<file path="src/sv/assert_macros.svh">
// assertion macros shared by the linearizer rtl
`ifndef ASSERT_MACROS_SVH
`define ASSERT_MACROS_SVH

// same-cycle implication, off while reset is asserted
`define ASSERT_IMPLIES(lbl, clk, rst_n, ante, cons) \
    lbl: assert property (@(posedge clk) disable iff (!(rst_n)) (ante) |-> (cons)) \
        else $error("implication check failed");

// next-cycle implication, checked through reset as well
`define ASSERT_NEXT(lbl, clk, ante, cons) \
    lbl: assert property (@(posedge clk) (ante) |=> (cons)) \
        else $error("next-cycle check failed");

`endif

</file>
<file path="src/sv/ntc_pkg.sv">
// types, constants and segment tables for the thermistor linearizer
`default_nettype none

package ntc_pkg;

    // field and datapath widths
    localparam int unsigned MV_W        = 12;
    localparam int unsigned NUM_W       = 25;
    localparam int unsigned DEN_W       = 12;
    localparam int unsigned QUO_W       = 16;
    localparam int unsigned TRIAL_W     = 28;
    localparam int unsigned DIFF_W      = 14;
    localparam int unsigned X_W         = 24;
    localparam int unsigned RECIP_W     = 22;
    localparam int unsigned RECIP_SHIFT = 32;
    localparam int unsigned PROD_W      = X_W + RECIP_W;
    localparam int unsigned FRAC_W      = 10;
    localparam int unsigned KT_W        = 14;
    localparam int unsigned SEG_W       = 3;
    localparam int unsigned TEMP_W      = 13;

    // pipeline shape
    localparam int unsigned FRONT_STAGES = 2;
    localparam int unsigned DIV_BITS     = 2;
    localparam int unsigned DIV_STAGES   = QUO_W / DIV_BITS;
    localparam int unsigned SEG_STAGES   = 5;

    // divider and table constants
    localparam logic [MV_W-1:0]  C_SUPPLY_MV = 12'd3300;
    localparam logic [NUM_W-1:0] C_R_SERIES  = 25'd10000;
    localparam logic [QUO_W-1:0] C_R_TOP     = 16'd33970;
    localparam logic [QUO_W-1:0] C_R_BOTTOM  = 16'd2484;
    localparam logic [QUO_W-1:0] C_BP_10C    = 16'd20310;
    localparam logic [QUO_W-1:0] C_BP_20C    = 16'd12570;
    localparam logic [QUO_W-1:0] C_BP_30C    = 16'd8034;
    localparam logic [QUO_W-1:0] C_BP_40C    = 16'd5298;
    localparam logic [QUO_W-1:0] C_BP_50C    = 16'd3586;
    localparam logic [X_W-1:0]   C_FRAC_SCALE = 24'd1000;
    localparam logic [TEMP_W-1:0] C_TEMP_MAX  = 13'd6000;

    // partial division carried down the divider stages
    typedef struct packed {
        logic [NUM_W-1:0] rem;
        logic [DEN_W-1:0] den;
        logic [QUO_W-1:0] quo;
        logic             bad;
    } t_div;

    // upper resistance bound of each segment
    function automatic logic [QUO_W-1:0] seg_hi(input logic [SEG_W-1:0] seg);
        logic [QUO_W-1:0] v;
        case (seg)
            3'd0:    v = C_R_TOP;
            3'd1:    v = C_BP_10C;
            3'd2:    v = C_BP_20C;
            3'd3:    v = C_BP_30C;
            3'd4:    v = C_BP_40C;
            3'd5:    v = C_BP_50C;
            default: v = '0;
        endcase
        return v;
    endfunction

    // slope in tenths of an ohm per degree
    function automatic logic [KT_W-1:0] seg_kt(input logic [SEG_W-1:0] seg);
        logic [KT_W-1:0] v;
        case (seg)
            3'd0:    v = 14'd13660;
            3'd1:    v = 14'd7740;
            3'd2:    v = 14'd4537;
            3'd3:    v = 14'd2737;
            3'd4:    v = 14'd1717;
            3'd5:    v = 14'd1102;
            default: v = 14'd1;
        endcase
        return v;
    endfunction

    // floor(2^32 / slope), estimate is low by at most one
    function automatic logic [RECIP_W-1:0] seg_recip(input logic [SEG_W-1:0] seg);
        logic [RECIP_W-1:0] v;
        case (seg)
            3'd0:    v = 22'd314419;
            3'd1:    v = 22'd554905;
            3'd2:    v = 22'd946653;
            3'd3:    v = 22'd1569224;
            3'd4:    v = 22'd2501436;
            3'd5:    v = 22'd3897429;
            default: v = '0;
        endcase
        return v;
    endfunction

    // base temperature of each segment in hundredths of a degree
    function automatic logic [TEMP_W-1:0] seg_base(input logic [SEG_W-1:0] seg);
        logic [TEMP_W-1:0] v;
        case (seg)
            3'd0:    v = 13'd0;
            3'd1:    v = 13'd1000;
            3'd2:    v = 13'd2000;
            3'd3:    v = 13'd3000;
            3'd4:    v = 13'd4000;
            3'd5:    v = 13'd5000;
            default: v = '0;
        endcase
        return v;
    endfunction

endpackage

`default_nettype wire

</file>
<file path="src/sv/ntc_front.sv">
// front stages: scaled numerator, divisor and quotient overflow check
`default_nettype none

module ntc_front (
    input  wire logic                      i_clk,
    input  wire logic [1:0]                i_en,
    input  wire logic [ntc_pkg::MV_W-1:0]  i_millivolts,
    output ntc_pkg::t_div                  o_div
);
    import ntc_pkg::*;

    logic [NUM_W-1:0] r_num;
    logic [DEN_W-1:0] r_den;
    logic             r_bad;
    t_div             r_div;
    logic             n_ovf;

    // stage one: mv * 10000 and supply - mv
    always_ff @(posedge i_clk) begin
        if (i_en[0]) begin
            r_num <= NUM_W'(i_millivolts) * C_R_SERIES;
            r_den <= C_SUPPLY_MV - i_millivolts;
            r_bad <= (i_millivolts >= C_SUPPLY_MV);
        end
    end

    // quotient of 2^16 or more is far outside the table
    assign n_ovf = (TRIAL_W'(r_num) >= {r_den, {QUO_W{1'b0}}});

    // stage two: seed the divider
    always_ff @(posedge i_clk) begin
        if (i_en[1]) begin
            r_div.rem <= r_num;
            r_div.den <= r_den;
            r_div.quo <= '0;
            r_div.bad <= r_bad || n_ovf;
        end
    end

    assign o_div = r_div;

endmodule

`default_nettype wire

</file>
<file path="src/sv/ntc_div_stage.sv">
// one restoring divider stage, two quotient bits per stage
`default_nettype none

module ntc_div_stage #(
    parameter int unsigned P_LSB = 0
) (
    input  wire logic  i_clk,
    input  wire logic  i_en,
    input  wire ntc_pkg::t_div i_div,
    output ntc_pkg::t_div o_div
);
    import ntc_pkg::*;

    t_div               n_div;
    t_div               r_div;
    logic [TRIAL_W-1:0] trial;

    // trial subtract of the shifted divisor, high bit first
    always_comb begin
        n_div = i_div;
        trial = '0;
        for (int b = DIV_BITS - 1; b >= 0; b--) begin
            trial = TRIAL_W'(n_div.den) << (P_LSB + b);
            if (TRIAL_W'(n_div.rem) >= trial) begin
                n_div.rem = NUM_W'(TRIAL_W'(n_div.rem) - trial);
                n_div.quo = n_div.quo | (QUO_W'(1) << (P_LSB + b));
            end
        end
    end

    always_ff @(posedge i_clk) begin
        if (i_en) begin
            r_div <= n_div;
        end
    end

    assign o_div = r_div;

endmodule

`default_nettype wire

</file>
<file path="src/sv/ntc_seg.sv">
// segment lookup and slope division by reciprocal, ends in the output register
`default_nettype none

module ntc_seg (
    input  wire logic                          i_clk,
    input  wire logic [ntc_pkg::SEG_STAGES-1:0] i_en,
    input  wire logic [ntc_pkg::QUO_W-1:0]      i_quo,
    input  wire logic                          i_bad,
    output logic [ntc_pkg::TEMP_W-1:0]          o_temp_centi,
    output logic                               o_out_of_range
);
    import ntc_pkg::*;

    logic [SEG_W-1:0]  n_seg1, r_seg1, r_seg2, r_seg3, r_seg4;
    logic [DIFF_W-1:0] n_diff1, r_diff1;
    logic              n_oor1, r_oor1, r_oor2, r_oor3, r_oor4, r_oor5;
    logic [X_W-1:0]    r_x2, r_x3, r_x4;
    logic [PROD_W-1:0] n_prod3;
    logic [FRAC_W-1:0] r_qe3, r_qe4, n_frac5;
    logic [X_W-1:0]    r_p4, n_rem5;
    logic [TEMP_W-1:0] r_temp5;

    // stage one: range check, segment pick, distance below the segment top
    always_comb begin
        n_oor1 = i_bad || (i_quo >= C_R_TOP) || (i_quo <= C_R_BOTTOM);
        n_seg1 = SEG_W'(i_quo <= C_BP_10C) + SEG_W'(i_quo <= C_BP_20C)
               + SEG_W'(i_quo <= C_BP_30C) + SEG_W'(i_quo <= C_BP_40C)
               + SEG_W'(i_quo <= C_BP_50C);
        n_diff1 = DIFF_W'(seg_hi(n_seg1) - i_quo);
    end

    always_ff @(posedge i_clk) begin
        if (i_en[0]) begin
            r_seg1  <= n_seg1;
            r_diff1 <= n_diff1;
            r_oor1  <= n_oor1;
        end
    end

    // stage two: scale the distance to thousandths
    always_ff @(posedge i_clk) begin
        if (i_en[1]) begin
            r_x2   <= X_W'(r_diff1) * C_FRAC_SCALE;
            r_seg2 <= r_seg1;
            r_oor2 <= r_oor1;
        end
    end

    // stage three: quotient estimate through the slope reciprocal
    assign n_prod3 = PROD_W'(r_x2) * PROD_W'(seg_recip(r_seg2));

    always_ff @(posedge i_clk) begin
        if (i_en[2]) begin
            r_qe3  <= n_prod3[RECIP_SHIFT +: FRAC_W];
            r_x3   <= r_x2;
            r_seg3 <= r_seg2;
            r_oor3 <= r_oor2;
        end
    end

    // stage four: back-multiply the estimate
    always_ff @(posedge i_clk) begin
        if (i_en[3]) begin
            r_p4   <= X_W'(r_qe3) * X_W'(seg_kt(r_seg3));
            r_qe4  <= r_qe3;
            r_x4   <= r_x3;
            r_seg4 <= r_seg3;
            r_oor4 <= r_oor3;
        end
    end

    // stage five: correct the estimate by one and add the base temperature, or give zero when out of range
    always_comb begin
        n_rem5  = r_x4 - r_p4;
        n_frac5 = r_qe4 + FRAC_W'(n_rem5 >= X_W'(seg_kt(r_seg4)));
    end

    always_ff @(posedge i_clk) begin
        if (i_en[4]) begin
            r_temp5 <= r_oor4 ? '0 : (seg_base(r_seg4) + TEMP_W'(n_frac5));
            r_oor5  <= r_oor4;
        end
    end

    assign o_temp_centi   = r_temp5;
    assign o_out_of_range = r_oor5;

endmodule

`default_nettype wire

</file>
<file path="src/sv/ntc_thermistor_linearizer.sv">
// top level of the ntc thermistor linearizer pipeline
//
//  channel  | direction | handshake                  | payload
//  ---------+-----------+----------------------------+-------------------------------
//  input    | in        | i_in_valid / o_in_ready    | i_millivolts
//  output   | out       | o_out_valid / i_out_ready  | o_temp_centi, o_out_of_range
//
// one transaction in per cycle, one transaction out per cycle when nothing stalls
// pipeline stages: 2 front stages, 8 divider stages of 2 quotient bits, 5 segment stages
// the 16-bit resistance quotient from the restoring divider sets the pipeline depth
// reset clears only the stage valid bits, the payload registers are not reset
// a stage holds while the next one is full and stalled, so empty stages fill up behind a
// stalled output and nothing is lost or repeated
`default_nettype none
`include "assert_macros.svh"

module ntc_thermistor_linearizer (
    input  wire logic                       i_clk,
    input  wire logic                       i_rst_n,
    input  wire logic                       i_in_valid,
    output logic                            o_in_ready,
    input  wire logic [ntc_pkg::MV_W-1:0]   i_millivolts,
    output logic                            o_out_valid,
    input  wire logic                       i_out_ready,
    output logic [ntc_pkg::TEMP_W-1:0]      o_temp_centi,
    output logic                            o_out_of_range
);
    import ntc_pkg::*;

    localparam int unsigned NST = FRONT_STAGES + DIV_STAGES + SEG_STAGES;

    logic [NST-1:0] r_v;
    logic [NST-1:0] n_v;
    logic [NST-1:0] en;
    t_div           w_div [DIV_STAGES+1];

    // a stage may load when it is empty or the one after it moves on
    always_comb begin
        en[NST-1] = !r_v[NST-1] || i_out_ready;
        for (int k = NST - 2; k >= 0; k--) begin
            en[k] = !r_v[k] || en[k+1];
        end
    end

    // valid bits shift along with the data
    assign n_v = {r_v[NST-2:0], i_in_valid};

    always_ff @(posedge i_clk) begin
        if (!i_rst_n) begin
            r_v <= '0;
        end else begin
            r_v <= (en & n_v) | (~en & r_v);
        end
    end

    assign o_in_ready  = en[0];
    assign o_out_valid = r_v[NST-1];

    // numerator, divisor and overflow
    ntc_front u_front (
        .i_clk        (i_clk),
        .i_en         (en[FRONT_STAGES-1:0]),
        .i_millivolts (i_millivolts),
        .o_div        (w_div[0])
    );

    // resistance quotient, high bits first
    for (genvar g = 0; g < DIV_STAGES; g++) begin : g_div
        ntc_div_stage #(
            .P_LSB (QUO_W - DIV_BITS * (g + 1))
        ) u_div (
            .i_clk (i_clk),
            .i_en  (en[FRONT_STAGES + g]),
            .i_div (w_div[g]),
            .o_div (w_div[g+1])
        );
    end

    // segment mapping and output register
    ntc_seg u_seg (
        .i_clk          (i_clk),
        .i_en           (en[NST-1 -: SEG_STAGES]),
        .i_quo          (w_div[DIV_STAGES].quo),
        .i_bad          (w_div[DIV_STAGES].bad),
        .o_temp_centi   (o_temp_centi),
        .o_out_of_range (o_out_of_range)
    );

    // flagged results carry a zero temperature
    `ASSERT_IMPLIES(a_oor_zero, i_clk, i_rst_n, o_out_valid && o_out_of_range, o_temp_centi == '0)
    // in-range results stay below sixty degrees
    `ASSERT_IMPLIES(a_temp_max, i_clk, i_rst_n, o_out_valid && !o_out_of_range, o_temp_centi < C_TEMP_MAX)
    // reset empties the pipeline
    `ASSERT_NEXT(a_rst_empty, i_clk, !i_rst_n, !o_out_valid && o_in_ready)

endmodule

`default_nettype wire

</file>
<file path="config.mk">
export PLATFORM = sky130hd
export DESIGN_NAME = ntc_thermistor_linearizer
export DESIGN_NICKNAME = d
export VERILOG_FILES = /design/src/sv/ntc_pkg.sv /design/src/sv/ntc_front.sv /design/src/sv/ntc_div_stage.sv /design/src/sv/ntc_seg.sv /design/src/sv/ntc_thermistor_linearizer.sv
export VERILOG_INCLUDE_DIRS = /design/src /design/src/sv
export SDC_FILE = /design/constraint.sdc
export NUM_CORES = 2
export LEC_CHECK = 0
export ABC_AREA = 1
export BUFFER_PORTS_ARGS = -buffer_cell sky130_fd_sc_hd__buf_4
export CORE_MARGIN = 3
export CORE_UTILIZATION = 31
export DETAILED_ROUTE_END_ITERATION = 8
export PLACE_DENSITY = 0.51
export SLEW_MARGIN = 20
export SYNTH_ARGS = -nofsm -noshare
export SYNTH_HDL_FRONTEND = slang
export SYNTH_HIERARCHICAL = 1
export SYNTH_SLANG_ARGS = --single-unit
</file>
<file path="constraint.sdc">
create_clock -name i_clk -period 8.5 [get_ports i_clk]
set_input_delay 0.425 -clock i_clk [delete_from_list [all_inputs] [get_ports i_clk]]
set_output_delay 0.425 -clock i_clk [all_outputs]
set_load 0.02 [all_outputs]
</file>
==> flow_summary.yaml <==
drt:
  dr.pass1.iters: 8
  route.detailed.drc: 0
  wl_mm: 170
  drt-wirelength-per-cell_microns: 16.9
  final_antenna_net_count: 0
  drt_iter0_markers: 2851
  viasPerCell: 4.61
  vias: 46173
grt:
  grt_pass1_vias: 47928
  grt_max_degree: 61
  grt_overflow: 0
  grt.total_usage_pct: 16.7
  antenna_found_initial: 4
  grt_pass1_wl_mm: 271
cts:
  cts_buffers: 77
  clock_path_buffers: 3
  cts-root-buf: "clkbuf_16"
  cts_tree: "done"
  clk_pin_slew_ns: 0.06
  clk_latency_ns: 0.67
  cts.sinks: 627
  cts_max_level: 3
timing:
  layout_min_cycle_time_ns: 7.69
  finalSetupViolCount: 0
  finClkSkew_ns: 0.0293
  drv_slew: 0
  relSlewSlack_pct: 34.5
  hold_violations: 0
  fin_tns_setup_ns: 0
  fmax_mhz: 130
  worst_pin_slew_ns: 0.982
  fin_crit_sh_pct: 90.5
  rsz0062_at_grt: "no"
worst_setup_path:
  cp-start-kind: "flip-flop"
  path_class: "reg -> reg"
  slowest_stage: "fa_1"
  end_kind: "flip-flop"
  reg2regPathDepth: 27
  crit_fanout: 14
  crit_path_frequent_cell: "fa_1"
  cp.arrival_ns: 8.11
  slowest_delay_ns: 0.58
  critPathRequiredTime_ns: 8.92
floorplan:
  die_w_microns: 454
  dieArea_sq_um: 206000
  io_pins: 32
  die_y_microns: 454
  row_count: 163
  coreArea_sq_um: 198000
  initial_core_util_pct: 31.3
synth:
  yosysWarnings: 6
  synth_area_per_cell_sq_um: 8.55
  syn_inst: 7263
  syn-cell-area_sq_um: 62100
min_path:
  whs_path_depth: 3
  min_path_type: "in -> reg"
cells_and_area:
  utilization_pct: 34.3
  nNetsFinal: 8449
  fillerInstances: 20598
  stdcell_area_sq_um: 68000
  layout-drive-gt1-share_pct: 7.04
  syn2layout_area_growth_pct: 9.40
run:
  cap_violations: 0
placed_design:
  place.detailed.hpwl_mm: 142
  gp_congestion: 0.921
  numPortBuffers: 31
  post_dp_cell_area_sq_um: 65300
outcome:
  status: "completed"
-- critical path, delay by kind of cell, from the launching register on --
| kind | cells | cell delay, ns |
|---|---|---|
| AND/OR/NAND/NOR | 9 | 1.85 |
| adder cells (fa/ha/maj) | 8 | 3.89 |
| XOR/XNOR | 1 | 0.14 |
| flip-flops | 1 | 0.51 |
| AO/OA/AOI/OAI | 1 | 0.16 |
| buffers and inverters | 8 | 0.87 |
-- metrics by stage --
step / hold WS (ns) / cells / setup WS (ns)
6_report: 0.0591 / 10024 / 0.808
3_3_place_gp: 0.401 / 9877 / 0.981
2_1_floorplan: 0.400 / 7282 / 1.84
5_1_grt: 0.0165 / 10024 / 0.501
3_5_place_dp: 0.405 / 9877 / 0.895
4_1_cts: 0.00665 / 10023 / 0.886
-- registers in the layout (all words and copies together), names as in the netlist, named ones only --
signal	cells
g_div.u_div/o_div	395
u_front/o_div	33
u_seg/r_p4	24
u_seg/r_x2	21
u_seg/r_x3	21
u_seg/r_x4	21
u_front/r_num	20
u_seg/r_diff1	14
u_seg/o_temp_centi	13
u_front/r_den	12
u_seg/r_qe3	10
u_seg/r_qe4	10
u_seg/r_seg1	3
u_seg/r_seg2	3
u_seg/r_seg3	3
u_seg/r_seg4	3
u_front/r_bad	1
u_seg/o_out_of_range	1
u_seg/r_oor1	1
u_seg/r_oor2	1
u_seg/r_oor3	1
u_seg/r_oor4	1
-- area by class of cell --
type / instances / area, sq um / area share (%)
Tap cell: 2640 / 3300 / 4.86
Clock inverter: 52 / 581 / 0.854
Sequential cell: 627 / 18700 / 27.5
Multi-Input combinational cell: 5054 / 37200 / 54.7
Inverter: 1477 / 5550 / 8.17
Antenna cell: 1 / 2.50 / 0.00368
Timing Repair Buffer: 83 / 633 / 0.932
Clock buffer: 90 / 2010 / 2.95
-- final timing paths --
path                                start                       to  slack (ns)
hold reg to reg   g_div[5].u_div/o_div[1]  g_div[6].u_div/o_div[1]        0.40
setup / recovery          u_seg/r_seg2[2]           u_seg/r_qe3[8]        0.81
hold / removal                 i_in_valid                flip-flop        0.06
setup reg to reg          u_seg/r_seg2[2]           u_seg/r_qe3[8]        0.81
-- metal layers --
metal	GRT usage, %	up-vias	part of all wire (%)
met4	4.22	2	2.5
met1	22.4	22010	46
li1	-	22955	-
met5	0	-	0.0077
met2	28.5	989	47
met3	2.04	217	4.4
-- cells in the final DEF, fill, tap and decap left out, types with 51 or more instances in the layout --
master	count
xnor2_1	95
ha_1	564
o21ai_0	152
xor2_1	159
inv_2	51
nand2_1	1662
edfxtp_1	612
fa_1	549
nand4_1	73
inv_1	1405
nand3_1	306
nor2_1	710
clkbuf_16	78
buf_4	79
a21oi_1	270
nand2_2	68
-- repair_timing --
item,CTS,global route
hold endpoints to repair,4,0
gates resized for setup,0,0
buffers inserted,0,0
setup endpoints to repair,0,0
hold buffers,4,0
Power is not shown: default switching activity piles up to over one toggle a cycle in this logic, so the estimate is an artifact.
